--- src/rtl/core/cmns_pkg.sv ---
// Shared package of the common-mode noise subtractor: field layout of the
// stream beats, register codes, reset values and controller/datapath structs.
// No dependencies.
`timescale 1ns / 1ps
`default_nettype none

package cmns_pkg;

	localparam int NUM_CHANNELS_DEF = 64;

	// Field widths.
	localparam int CH_W    = 6;
	localparam int ADC_W   = 12;
	localparam int PED_W   = 16;
	localparam int TEMP_W  = 12;
	localparam int IVAL_W  = 16;
	localparam int DIFF_W  = 18;
	localparam int NOISE_W = 17;
	localparam int SUM_W   = 24;
	localparam int CNT_W   = 7;

	// Slave tdata layout, lowest bit first.
	localparam int S_CH_LSB   = 0;
	localparam int S_ADC_LSB  = S_CH_LSB + CH_W;
	localparam int S_PED_LSB  = S_ADC_LSB + ADC_W;
	localparam int S_TRIG_BIT = S_PED_LSB + PED_W;
	localparam int S_TEMP_LSB = S_TRIG_BIT + 1;
	localparam int S_IVAL_LSB = S_TEMP_LSB + TEMP_W;
	localparam int S_USED_W   = S_IVAL_LSB + IVAL_W;
	localparam int S_TDATA_W  = ((S_USED_W + 7) / 8) * 8;

	// Master tdata layout, lowest bit first.
	localparam int M_CH_LSB    = 0;
	localparam int M_CORR_LSB  = M_CH_LSB + CH_W;
	localparam int M_NOISE_LSB = M_CORR_LSB + DIFF_W;
	localparam int M_NV_BIT    = M_NOISE_LSB + NOISE_W;
	localparam int M_USED_W    = M_NV_BIT + 1;
	localparam int M_TDATA_W   = ((M_USED_W + 7) / 8) * 8;

	// Configuration port.
	localparam int CFG_IDX_W  = 2;
	localparam int CFG_DATA_W = 16;

	localparam logic [CFG_IDX_W-1:0] CFG_TEMP_LOW       = 2'd0;
	localparam logic [CFG_IDX_W-1:0] CFG_TEMP_HIGH      = 2'd1;
	localparam logic [CFG_IDX_W-1:0] CFG_INTERVAL_LIMIT = 2'd2;

	localparam logic signed [TEMP_W-1:0] TEMP_LOW_RST  = -12'sd800;
	localparam logic signed [TEMP_W-1:0] TEMP_HIGH_RST = 12'sd1600;
	localparam logic [IVAL_W-1:0]        IVAL_LIM_RST  = 16'd20;

	// Beat kinds carried in s_tuser.
	localparam logic KIND_PEDESTAL = 1'b0;
	localparam logic KIND_SAMPLE   = 1'b1;

	typedef struct packed {
		logic cap;      // sample beat accepted: capture fields, read pedestal
		logic ped_we;   // pedestal beat accepted: write the table
		logic smp_wr;   // store the difference, update the accumulators
		logic launch;   // start the division, evaluate the window, clear sums
		logic issue;    // read the next stored difference for output
	} ctrl_cmd_t;

	typedef struct packed {
		logic last;     // captured sample closes the event
		logic div_done; // quotient is ready
		logic pass;     // event passed the temperature and interval checks
		logic rd_free;  // read stage can take a new difference this cycle
		logic rd_busy;  // read stage holds a difference
		logic idx_last; // next read is the highest channel
	} dp_stat_t;

endpackage

`default_nettype wire

--- src/rtl/core/common_mode_noise_subtractor.sv ---
// Top level of the common-mode noise subtractor: stream ports, configuration
// port, controller and datapath. Depends on cmns_pkg, cmns_ctrl and cmns_dp.
`timescale 1ns / 1ps
`default_nettype none

// The block removes the common-mode noise from one event of NUM_CHANNELS
// channel samples. A beat with s_tuser = 0 writes a channel's Q12.4 pedestal
// into the pedestal table. A beat with s_tuser = 1 brings a channel's raw
// sample; its pedestal-corrected difference is stored and, for untriggered
// channels, added to the noise sum. A sample beat first reads the pedestal
// table into a register, then writes the difference store and the
// accumulators. The sample beat with s_tlast closes the event: in a launch
// state the 24-bit noise sum is handed to a restoring divider, which divides
// it by the untriggered channel count, one quotient bit per cycle,
// truncating toward zero; an all-triggered event gives noise 0 with
// noise_valid low. The temperature window and interval limit are checked at
// the same time. A passing event then emits NUM_CHANNELS beats, channel 0
// upward, one per cycle while the output is not stalled, as set by the
// single read port of the difference store, with m_tlast on the highest
// channel; a failing event emits nothing. New beats are accepted again as
// soon as the last store read is done, while the final result may still sit
// in the output register. A channel missing from an event reuses its
// difference from an earlier event. Configuration writes are taken at any
// time but are meant for idle periods.

module common_mode_noise_subtractor #(
	parameter int NUM_CHANNELS = cmns_pkg::NUM_CHANNELS_DEF
) (
	input  wire logic                            clk,
	input  wire logic                            arst_n,
	// Configuration: index 0 temp_low, 1 temp_high, 2 interval_limit.
	input  wire logic                            cfg_we,
	input  wire logic [cmns_pkg::CFG_IDX_W-1:0]  cfg_index,
	input  wire logic [cmns_pkg::CFG_DATA_W-1:0] cfg_data,
	// Input stream.
	input  wire logic                            s_tvalid,
	output logic                                 s_tready,
	// s_tdata from bit 0: channel[5:0], adc_sample[17:6], pedestal_value[33:18],
	// trigger_hit[34], temperature[46:35], interval[62:47], zero[63].
	input  wire logic [cmns_pkg::S_TDATA_W-1:0]  s_tdata,
	// s_tuser: kind[0].
	input  wire logic                            s_tuser,
	input  wire logic                            s_tlast,
	// Output stream.
	output logic                                 m_tvalid,
	input  wire logic                            m_tready,
	// m_tdata from bit 0: out_channel[5:0], corrected_value[23:6],
	// cm_noise[40:24], noise_valid[41], zero[47:42].
	output logic [cmns_pkg::M_TDATA_W-1:0]       m_tdata,
	output logic                                 m_tlast
);
	import cmns_pkg::*;

	ctrl_cmd_t cmd;
	dp_stat_t  stat;

	// The controller decides when beats are taken and what the datapath does
	// in each cycle; it only sees s_tvalid, the beat kind and the datapath status.
	cmns_ctrl u_ctrl (
		.clk      (clk),
		.arst_n   (arst_n),
		.s_tvalid (s_tvalid),
		.kind     (s_tuser),
		.s_tready (s_tready),
		.stat     (stat),
		.cmd      (cmd)
	);

	// The datapath holds all storage, the divider and the output register.
	cmns_dp #(
		.NUM_CHANNELS (NUM_CHANNELS)
	) u_dp (
		.clk       (clk),
		.arst_n    (arst_n),
		.cfg_we    (cfg_we),
		.cfg_index (cfg_index),
		.cfg_data  (cfg_data),
		.s_tdata   (s_tdata),
		.s_tlast   (s_tlast),
		.cmd       (cmd),
		.stat      (stat),
		.m_tready  (m_tready),
		.m_tvalid  (m_tvalid),
		.m_tdata   (m_tdata),
		.m_tlast   (m_tlast)
	);

endmodule

`default_nettype wire

--- src/rtl/core/cmns_div.sv ---
// Restoring divider of the common-mode noise subtractor: signed noise sum by
// unsigned channel count, one quotient bit per cycle, truncating toward zero.
// Depends on cmns_pkg.
`timescale 1ns / 1ps
`default_nettype none

module cmns_div (
	input  wire logic                              clk,
	input  wire logic                              arst_n,
	input  wire logic                              start,
	input  wire logic signed [cmns_pkg::SUM_W-1:0] dividend,
	input  wire logic [cmns_pkg::CNT_W-1:0]        divisor,
	output logic                                   done,
	output logic [cmns_pkg::DIFF_W-1:0]            quotient
);
	import cmns_pkg::*;

	localparam int STEP_W = $clog2(SUM_W);
	localparam logic [STEP_W-1:0] LAST_STEP = STEP_W'(SUM_W - 1);

	logic              busy_q;
	logic              done_q;
	logic [STEP_W-1:0] step_q;
	logic [SUM_W-1:0]  mag_q;
	logic [CNT_W-1:0]  rem_q;
	logic [CNT_W-1:0]  div_q;
	logic              neg_q;
	logic [DIFF_W-1:0] quot_q;

	logic [CNT_W:0]   rem_sh;
	logic             ge;
	logic [CNT_W-1:0] rem_nx;
	logic [SUM_W-1:0] mag_nx;
	logic [SUM_W-1:0] quot_full;

	always_comb begin
		rem_sh    = {rem_q, mag_q[SUM_W-1]};
		ge        = rem_sh >= {1'b0, div_q};
		rem_nx    = ge ? CNT_W'(rem_sh - {1'b0, div_q}) : rem_sh[CNT_W-1:0];
		mag_nx    = {mag_q[SUM_W-2:0], ge};
		quot_full = neg_q ? (~mag_nx + 1'b1) : mag_nx;
	end

	always_ff @(posedge clk or negedge arst_n) begin
		if (!arst_n) begin
			busy_q <= 1'b0;
			done_q <= 1'b0;
			step_q <= '0;
		end else begin
			done_q <= busy_q && !start && (step_q == LAST_STEP);
			if (start) begin
				busy_q <= 1'b1;
				step_q <= '0;
			end else if (busy_q) begin
				step_q <= step_q + 1'b1;
				if (step_q == LAST_STEP) begin
					busy_q <= 1'b0;
				end
			end
		end
	end

	always_ff @(posedge clk) begin
		if (start) begin
			neg_q <= dividend[SUM_W-1];
			mag_q <= dividend[SUM_W-1] ? (~dividend + 1'b1) : dividend;
			rem_q <= '0;
			div_q <= divisor;
		end else if (busy_q) begin
			mag_q <= mag_nx;
			rem_q <= rem_nx;
			if (step_q == LAST_STEP) begin
				quot_q <= quot_full[DIFF_W-1:0];
			end
		end
	end

	assign done     = done_q;
	assign quotient = quot_q;

endmodule

`default_nettype wire

--- src/rtl/core/cmns_dp.sv ---
// Datapath of the common-mode noise subtractor: configuration registers,
// pedestal table, difference store, noise accumulators, divider and output.
// Depends on cmns_pkg and cmns_div.
`timescale 1ns / 1ps
`default_nettype none

module cmns_dp #(
	parameter int NUM_CHANNELS = cmns_pkg::NUM_CHANNELS_DEF
) (
	input  wire logic                                 clk,
	input  wire logic                                 arst_n,
	input  wire logic                                 cfg_we,
	input  wire logic [cmns_pkg::CFG_IDX_W-1:0]       cfg_index,
	input  wire logic [cmns_pkg::CFG_DATA_W-1:0]      cfg_data,
	input  wire logic [cmns_pkg::S_TDATA_W-1:0]       s_tdata,
	input  wire logic                                 s_tlast,
	input  wire cmns_pkg::ctrl_cmd_t                  cmd,
	output cmns_pkg::dp_stat_t                        stat,
	input  wire logic                                 m_tready,
	output logic                                      m_tvalid,
	output logic [cmns_pkg::M_TDATA_W-1:0]            m_tdata,
	output logic                                      m_tlast
);
	import cmns_pkg::*;

	localparam int IDX_W = $clog2(NUM_CHANNELS);
	localparam logic [CH_W:0]    CH_LIMIT = (CH_W + 1)'(NUM_CHANNELS);
	localparam logic [IDX_W-1:0] IDX_LAST = IDX_W'(NUM_CHANNELS - 1);

	// Configuration.
	logic signed [TEMP_W-1:0] temp_low_q;
	logic signed [TEMP_W-1:0] temp_high_q;
	logic [IVAL_W-1:0]        ival_lim_q;

	always_ff @(posedge clk or negedge arst_n) begin
		if (!arst_n) begin
			temp_low_q  <= TEMP_LOW_RST;
			temp_high_q <= TEMP_HIGH_RST;
			ival_lim_q  <= IVAL_LIM_RST;
		end else if (cfg_we) begin
			unique case (cfg_index)
				CFG_TEMP_LOW:       temp_low_q  <= cfg_data[TEMP_W-1:0];
				CFG_TEMP_HIGH:      temp_high_q <= cfg_data[TEMP_W-1:0];
				CFG_INTERVAL_LIMIT: ival_lim_q  <= cfg_data[IVAL_W-1:0];
				default: ;
			endcase
		end
	end

	// Input fields.
	logic [CH_W-1:0]  in_ch;
	logic [IDX_W-1:0] in_idx;
	logic             in_ok;
	logic [PED_W-1:0] in_ped;

	assign in_ch  = s_tdata[S_CH_LSB +: CH_W];
	assign in_idx = in_ch[IDX_W-1:0];
	assign in_ok  = {1'b0, in_ch} < CH_LIMIT;
	assign in_ped = s_tdata[S_PED_LSB +: PED_W];

	logic [IDX_W-1:0]         idx_q;
	logic                     ok_q;
	logic [ADC_W-1:0]         adc_q;
	logic                     trig_q;
	logic signed [TEMP_W-1:0] temp_q;
	logic [IVAL_W-1:0]        ival_q;
	logic                     last_q;

	always_ff @(posedge clk or negedge arst_n) begin
		if (!arst_n) begin
			last_q <= 1'b0;
		end else if (cmd.cap) begin
			last_q <= s_tlast;
		end
	end

	always_ff @(posedge clk) begin
		if (cmd.cap) begin
			idx_q  <= in_idx;
			ok_q   <= in_ok;
			adc_q  <= s_tdata[S_ADC_LSB +: ADC_W];
			trig_q <= s_tdata[S_TRIG_BIT];
			temp_q <= s_tdata[S_TEMP_LSB +: TEMP_W];
			ival_q <= s_tdata[S_IVAL_LSB +: IVAL_W];
		end
	end

	// Pedestal table.
	logic [PED_W-1:0] ped_mem [NUM_CHANNELS];
	logic [PED_W-1:0] ped_rd_q;

	always_ff @(posedge clk) begin
		if (cmd.ped_we && in_ok) begin
			ped_mem[in_idx] <= in_ped;
		end
		if (cmd.cap) begin
			ped_rd_q <= ped_mem[in_idx];
		end
	end

	// Difference and accumulation.
	logic signed [PED_W:0]  diff;
	logic [DIFF_W-1:0]      diff_ext;
	logic [SUM_W-1:0]       sum_add;
	logic signed [SUM_W-1:0] sum_q;
	logic [CNT_W-1:0]       cnt_q;

	assign diff     = $signed({1'b0, adc_q, 4'b0000}) - $signed({1'b0, ped_rd_q});
	assign diff_ext = {{(DIFF_W - PED_W - 1){diff[PED_W]}}, diff};
	assign sum_add  = {{(SUM_W - PED_W - 1){diff[PED_W]}}, diff};

	logic [DIFF_W-1:0] diff_mem [NUM_CHANNELS];

	always_ff @(posedge clk) begin
		if (cmd.smp_wr && ok_q) begin
			diff_mem[idx_q] <= diff_ext;
		end
	end

	always_ff @(posedge clk or negedge arst_n) begin
		if (!arst_n) begin
			sum_q <= '0;
			cnt_q <= '0;
		end else if (cmd.launch) begin
			sum_q <= '0;
			cnt_q <= '0;
		end else if (cmd.smp_wr && ok_q && !trig_q) begin
			sum_q <= sum_q + sum_add;
			cnt_q <= cnt_q + 1'b1;
		end
	end

	// Event checks and common noise.
	logic              pass_q;
	logic              nv_q;
	logic              div_done;
	logic [DIFF_W-1:0] quot;
	logic [DIFF_W-1:0] cn_q;

	cmns_div u_div (
		.clk      (clk),
		.arst_n   (arst_n),
		.start    (cmd.launch),
		.dividend (sum_q),
		.divisor  (cnt_q),
		.done     (div_done),
		.quotient (quot)
	);

	always_ff @(posedge clk or negedge arst_n) begin
		if (!arst_n) begin
			pass_q <= 1'b0;
		end else if (cmd.launch) begin
			pass_q <= (ival_q <= ival_lim_q) && (temp_q >= temp_low_q) &&
			          (temp_q <= temp_high_q);
		end
	end

	always_ff @(posedge clk) begin
		if (cmd.launch) begin
			nv_q <= cnt_q != '0;
		end
		if (div_done) begin
			cn_q <= nv_q ? quot : '0;
		end
	end

	// Emission: index counter, registered store read, output register.
	logic [IDX_W-1:0]  emit_idx_q;
	logic              idx_last;
	logic              rd_v_s1;
	logic [IDX_W-1:0]  rd_idx_s1;
	logic              rd_last_s1;
	logic [DIFF_W-1:0] rd_diff_s1;
	logic              load;
	logic              m_tvalid_q;

	assign idx_last = emit_idx_q == IDX_LAST;
	assign load     = rd_v_s1 && (!m_tvalid_q || m_tready);

	always_ff @(posedge clk or negedge arst_n) begin
		if (!arst_n) begin
			emit_idx_q <= '0;
			rd_v_s1    <= 1'b0;
			m_tvalid_q <= 1'b0;
		end else begin
			if (cmd.issue) begin
				emit_idx_q <= idx_last ? '0 : emit_idx_q + 1'b1;
				rd_v_s1    <= 1'b1;
			end else if (load) begin
				rd_v_s1 <= 1'b0;
			end
			if (load) begin
				m_tvalid_q <= 1'b1;
			end else if (m_tready) begin
				m_tvalid_q <= 1'b0;
			end
		end
	end

	always_ff @(posedge clk) begin
		if (cmd.issue) begin
			rd_diff_s1 <= diff_mem[emit_idx_q];
			rd_idx_s1  <= emit_idx_q;
			rd_last_s1 <= idx_last;
		end
	end

	logic [M_TDATA_W-1:0] m_tdata_q;
	logic                 m_tlast_q;
	logic [M_TDATA_W-1:0] out_word;

	always_comb begin
		out_word                          = '0;
		out_word[M_CH_LSB +: CH_W]       = CH_W'(rd_idx_s1);
		out_word[M_CORR_LSB +: DIFF_W]   = rd_diff_s1 - cn_q;
		out_word[M_NOISE_LSB +: NOISE_W] = cn_q[NOISE_W-1:0];
		out_word[M_NV_BIT]               = nv_q;
	end

	always_ff @(posedge clk) begin
		if (load) begin
			m_tdata_q <= out_word;
			m_tlast_q <= rd_last_s1;
		end
	end

	assign m_tvalid = m_tvalid_q;
	assign m_tdata  = m_tdata_q;
	assign m_tlast  = m_tlast_q;

	always_comb begin
		stat.last     = last_q;
		stat.div_done = div_done;
		stat.pass     = pass_q;
		stat.rd_free  = !rd_v_s1 || load;
		stat.rd_busy  = rd_v_s1;
		stat.idx_last = idx_last;
	end

endmodule

`default_nettype wire

--- src/rtl/core/cmns_ctrl.sv ---
// Controller of the common-mode noise subtractor: one-hot state machine that
// sequences sample handling, the noise division and result emission.
// Depends on cmns_pkg.
`timescale 1ns / 1ps
`default_nettype none

module cmns_ctrl (
	input  wire logic                clk,
	input  wire logic                arst_n,
	input  wire logic                s_tvalid,
	input  wire logic                kind,
	output logic                     s_tready,
	input  wire cmns_pkg::dp_stat_t  stat,
	output cmns_pkg::ctrl_cmd_t      cmd
);
	import cmns_pkg::*;

	typedef enum logic [4:0] {
		ST_IDLE   = 5'b00001,
		ST_SAMPLE = 5'b00010,
		ST_LAUNCH = 5'b00100,
		ST_DIVIDE = 5'b01000,
		ST_EMIT   = 5'b10000
	} state_t;

	state_t state_q;
	state_t state_nx;
	logic   ready;
	logic   acc;

	assign ready    = (state_q == ST_IDLE) && !stat.rd_busy;
	assign acc      = s_tvalid && ready;
	assign s_tready = ready;

	always_comb begin
		cmd.cap    = acc && (kind == KIND_SAMPLE);
		cmd.ped_we = acc && (kind == KIND_PEDESTAL);
		cmd.smp_wr = state_q == ST_SAMPLE;
		cmd.launch = state_q == ST_LAUNCH;
		cmd.issue  = (state_q == ST_EMIT) && stat.rd_free;
	end

	always_comb begin
		state_nx = state_q;
		unique case (state_q)
			ST_IDLE:   if (cmd.cap) state_nx = ST_SAMPLE;
			ST_SAMPLE: state_nx = stat.last ? ST_LAUNCH : ST_IDLE;
			ST_LAUNCH: state_nx = ST_DIVIDE;
			ST_DIVIDE: begin
				if (stat.div_done) state_nx = stat.pass ? ST_EMIT : ST_IDLE;
			end
			ST_EMIT:   if (cmd.issue && stat.idx_last) state_nx = ST_IDLE;
			default:   state_nx = ST_IDLE;
		endcase
	end

	always_ff @(posedge clk or negedge arst_n) begin
		if (!arst_n) begin
			state_q <= ST_IDLE;
		end else begin
			state_q <= state_nx;
		end
	end

	a_pass_emits: assert property (@(posedge clk) disable iff (!arst_n)
		(state_q == ST_DIVIDE && stat.div_done && stat.pass) |=> state_q == ST_EMIT)
		else $error("passing event did not start emission");

	a_launch_wait: assert property (@(posedge clk) disable iff (!arst_n)
		cmd.launch |=> (state_q == ST_DIVIDE && !stat.div_done))
		else $error("divider finished too early");

	a_emit_end: assert property (@(posedge clk) disable iff (!arst_n)
		(cmd.issue && stat.idx_last) |=> (state_q == ST_IDLE && !cmd.issue))
		else $error("emission ran past the last channel");

	a_sample_once: assert property (@(posedge clk) disable iff (!arst_n)
		cmd.smp_wr |-> $past(cmd.cap))
		else $error("sample stored without an accepted beat");

endmodule

`default_nettype wire

--- config.mk ---
export PLATFORM = sky130hd
export DESIGN_NAME = common_mode_noise_subtractor
export DESIGN_NICKNAME = d
export VERILOG_FILES = /design/src/rtl/core/cmns_pkg.sv /design/src/rtl/core/common_mode_noise_subtractor.sv /design/src/rtl/core/cmns_div.sv /design/src/rtl/core/cmns_dp.sv /design/src/rtl/core/cmns_ctrl.sv
export SDC_FILE = /design/constraint.sdc
export NUM_CORES = 2
export LEC_CHECK = 0
export BUFFER_PORTS_ARGS = -buffer_cell sky130_fd_sc_hd__buf_2
export CAP_MARGIN = 40
export CORE_ASPECT_RATIO = 0.7
export CORE_MARGIN = 2
export CORE_UTILIZATION = 55
export DETAILED_ROUTE_END_ITERATION = 6
export PLACE_DENSITY = 0.68
export SKIP_CTS_REPAIR_TIMING = 1
export SLEW_MARGIN = 25
export SYNTH_ARGS = -nofsm -noshare
export SYNTH_HDL_FRONTEND = slang
export SYNTH_SLANG_ARGS = --single-unit
export TNS_END_PERCENT = 100
--- constraint.sdc ---
create_clock -name clk -period 7.9 [get_ports clk]
set_input_delay 1.185 -clock clk [delete_from_list [all_inputs] [get_ports clk]]
set_output_delay 1.185 -clock clk [all_outputs]
set_load 0.005 [all_outputs]
==> metrics.csv <==
metric;value;unit
antenna violations before repair;18;
Seq pwr share;0.470;
CP Capture Type;flip-flop;
Switching Power;0.00850;W
status;complete, no violations;
maximum clock insertion buffer count;3;
fillers;12006;
Design Power;0.0316;W
share of cells above drive strength 1;0.252;
VDD IR-drop max;262;uV
Final Instance Area;0.108;mm2
Post-synth ARST share;0.0386;
number of enable flip-flop cells after synthesis;2311;
vias in the first global route;48607;
die width;503;um
row cnt;128;
Post-Place Worst Slack;2.54;ns
kind of critical path;reg -> reg;
clock power share;0.332;
Cell Pwr Density;293;mW/mm2
Int Power;0.0231;W
Switching Share;0.269;
# port buffers;132;
global-route wire length before repair;342000;um
CTS H-tree lvls;4;
synth warn;0;
die height;353;um
part of the cycle the worst path needs;0.684;
LEAKAGE;35.5;nW
FMAX;185;MHz
Via-to-Cell Ratio;6.45;
Tot GR Track Use;0.268;
CP max stage delay;0.56;ns
syn avg cell area;19.3;um2
top cells by area, synth;edfxtp_1, mux4_2, dfrtp_1;
Total Wirelength;238000;um
Reg clk slew, reported paths;0.06;ns
Final ANT Viol Nets;0;
Skew-Pair Late Insertion Delay;0.86;ns
area leader, netlist;edfxtp_1;
GRT overflow;0;
RSZ-0062 raised after global routing;no;
Logic pwr share;0.198;
Slew @ Worst Pin;1.21;ns
largest net degree at the start of global routing;140;
path type of the worst min-delay path;in -> async;
root buffer cell;clkbuf_16;
Layout Skew;0.0294;ns
register area share after synthesis;0.750;
Area Overhead vs Synth;12.5;%
core area;0.174;mm2
distinct cell type count after synthesis;73;
Final Hold Fails;0;
WL/cell;30.3;um
die area;0.178;mm2
GPL Wtd Cong;0.925;
DRT iter0 DRCs;7298;
Buffers & Inverters on Critical Path;4;
Max Transition Viols Final;0;
Worst setup SP type;flip-flop;
synthesized cell area;0.0959;mm2
Max FO, Critical Path;67;
Gate Count Post-Synth;4979;
Initial Util;0.552;
Worst path slowest cell;buf_4;
Hold Slack;0.357;ns
Vias;50655;
CP Cell Sequence;buf_4, inv_1, ha_2, a311o_1, a31oi_1, o21bai_1, a21oi_1, xnor2_2, buf_4, ha_1, inv_1, or3_1, o31ai_1, a41oi_1, o31ai_1, xnor2_1, o21ai_0;
CP Data Required Time;8.62;ns
Post-DP Area;0.101;mm2
Post-DP HPWL;142000;um
setup TNS;0;ns
Worst slew margin;0.196;
Final Setup Violations;0;
top_reg_cell synth;edfxtp_1;
Total Nets Final;5516;
CTS tree;done;
CTS buffer count;219;
max_cap viols;0;
detailed-router iteration count before antenna repair;5;
top-area cell type share of the netlist area;0.724;
I/O pin count;140;
Top delay family on crit path;compound AO/OA/AOI/OAI gates;
Worst EP arrival;6.12;ns
DRC;0;
synthesis-stage register bit count;2411;
Final min period;5.41;ns
CTS Sinks;2411;
fin worst setup slack;2.49;ns
## state kept, by name, indices dropped and copies added (netlist names), 7 cells and up
| signal | flops |
|---|---|
| u_dp.adc_q | 12 |
| u_dp.cn_q | 18 |
| u_dp.cnt_q | 7 |
| u_dp.diff_mem | 1088 |
| u_dp.ival_lim_q | 16 |
| u_dp.ival_q | 16 |
| u_dp.m_tdata | 42 |
| u_dp.ped_mem | 1024 |
| u_dp.ped_rd_q | 16 |
| u_dp.rd_diff_s1 | 17 |
| u_dp.sum_q | 24 |
| u_dp.temp_high_q | 12 |
| u_dp.temp_low_q | 12 |
| u_dp.temp_q | 12 |
| u_dp.u_div.div_q | 7 |
| u_dp.u_div.mag_q | 24 |
| u_dp.u_div.quotient | 18 |
| u_dp.u_div.rem_q | 7 |
## synth_stat cells, types with 16 or more instances
| master | n |
|---|---|
| nand4_1 | 24 |
| xor2_1 | 37 |
| a22o_1 | 16 |
| mux4_2 | 467 |
| buf_1 | 32 |
| nand3_1 | 44 |
| nand2_1 | 127 |
| ha_1 | 109 |
| mux2_2 | 120 |
| a22oi_1 | 72 |
| inv_1 | 115 |
| o21ai_0 | 159 |
| o22ai_1 | 42 |
| clkbuf_1 | 138 |
| o31ai_1 | 16 |
| edfxtp_1 | 2311 |
| dfrtp_1 | 82 |
| nor2_1 | 272 |
| xnor2_1 | 64 |
| a21o_1 | 28 |
| a21oi_1 | 167 |
| buf_2 | 77 |
| a221oi_1 | 100 |
| mux2i_1 | 101 |
| nor3_1 | 17 |
| nor2b_1 | 19 |
| and2_1 | 27 |
| nand2b_1 | 17 |
## through the flow
stage               instances   util
floorplan                4984      -
global placement         7415  0.579
detailed placement       7428  0.580
CTS                      7839  0.621
global route             7846  0.621
finish                   7853  0.621
## worst paths after layout
kind	start	to	slack, ns	cells after the start
max	u_dp.ped_rd_q[0]	u_dp.sum_q[22]	2.49	17
min	arst_n	u_dp.emit_idx_q[5]	0.36	1
max reg2reg	u_dp.ped_rd_q[0]	u_dp.sum_q[22]	2.49	17
min reg2reg	u_dp.rd_idx_s1[0]	u_dp.m_tdata[0]	0.42	0
max in group asynchronous	arst_n	u_dp.sum_q[11]	6.39	2
min in group clk	u_dp.rd_idx_s1[0]	u_dp.m_tdata[0]	0.42	0
## layout by cell type (no fill, tap or decap), drive strengths merged, types with 10 or more instances in the layout
| cell type | synthesis | layout |
|---|---|---|
| a221oi | 100 | 100 |
| nor2 | 272 | 272 |
| nand3 | 44 | 44 |
| or3 | 14 | 14 |
| o21ai | 162 | 162 |
| o31ai | 17 | 17 |
| a21o | 28 | 28 |
| nand2b | 17 | 17 |
| nor2b | 19 | 19 |
| xor2 | 37 | 37 |
| xnor2 | 64 | 64 |
| nand4 | 24 | 24 |
| dfstp | 11 | 11 |
| dfrtp | 82 | 82 |
| o21a | 10 | 10 |
| bufinv | 0 | 20 |
| a21oi | 167 | 167 |
| mux2 | 120 | 120 |
| a22o | 16 | 16 |
| buf | 117 | 361 |
| a22oi | 72 | 72 |
| o22ai | 42 | 42 |
| nand2 | 128 | 128 |
| nor3 | 17 | 17 |
| clkinv | 1 | 97 |
| a211oi | 11 | 11 |
| edfxtp | 2311 | 2311 |
| clkbuf | 138 | 282 |
| mux4 | 467 | 467 |
| ha | 109 | 109 |
| and2 | 27 | 27 |
| inv | 115 | 123 |
| mux2i | 101 | 101 |
## power groups by stage
stage	Sequential, W	Combinational, W	Clock (W)
final	0.0148	0.00624	0.0105
after global routing	0.0149	0.00667	0.0111
after CTS	0.0148	0.00624	0.0106
after detailed placement	0.0151	0.00622	0
after global placement	0.0151	0.00613	0
after floorplan	0.0149	0.00421	0
## cell type report
type                    instances  area (um2)  area share
flip-flops and latches       2411       71900       0.667
multi-input cells            2202       22900       0.212
clock buffers                 278        5790      0.0537
well taps                    2340        2930      0.0272
repair buffers                365        2620      0.0243
clock inverters               133        1250      0.0116
inverters                     116         435     0.00404
diodes                          8        20.0    0.000186
## kinds of logic (layout without fill, tap and decap cells)
| kind of cell | Yosys count | in the layout | synth area share |
|---|---|---|---|
| compound gates | 683 | 683 | 0.0465 |
| xor+xnor | 101 | 101 | 0.00923 |
| fa+ha+maj | 112 | 112 | 0.0149 |
| flops | 2411 | 2411 | 0.750 |
| other cells | 1 | 14 | 0.0000391 |
| simple gates | 612 | 612 | 0.0295 |
| mux | 688 | 688 | 0.134 |
| buf+inv | 371 | 892 | 0.0158 |
## metal layers
layer  global-route usage  vias to the layer above  routed length [um]
met5                    0                        -                  27
met4               0.0622                        4                5190
met3               0.0814                      402               29600
met2                0.370                     2924              102000
met1                0.421                    26343              101000
li1                     -                    20982                   -
No activity file was read; power rests on OpenSTA's default activity.
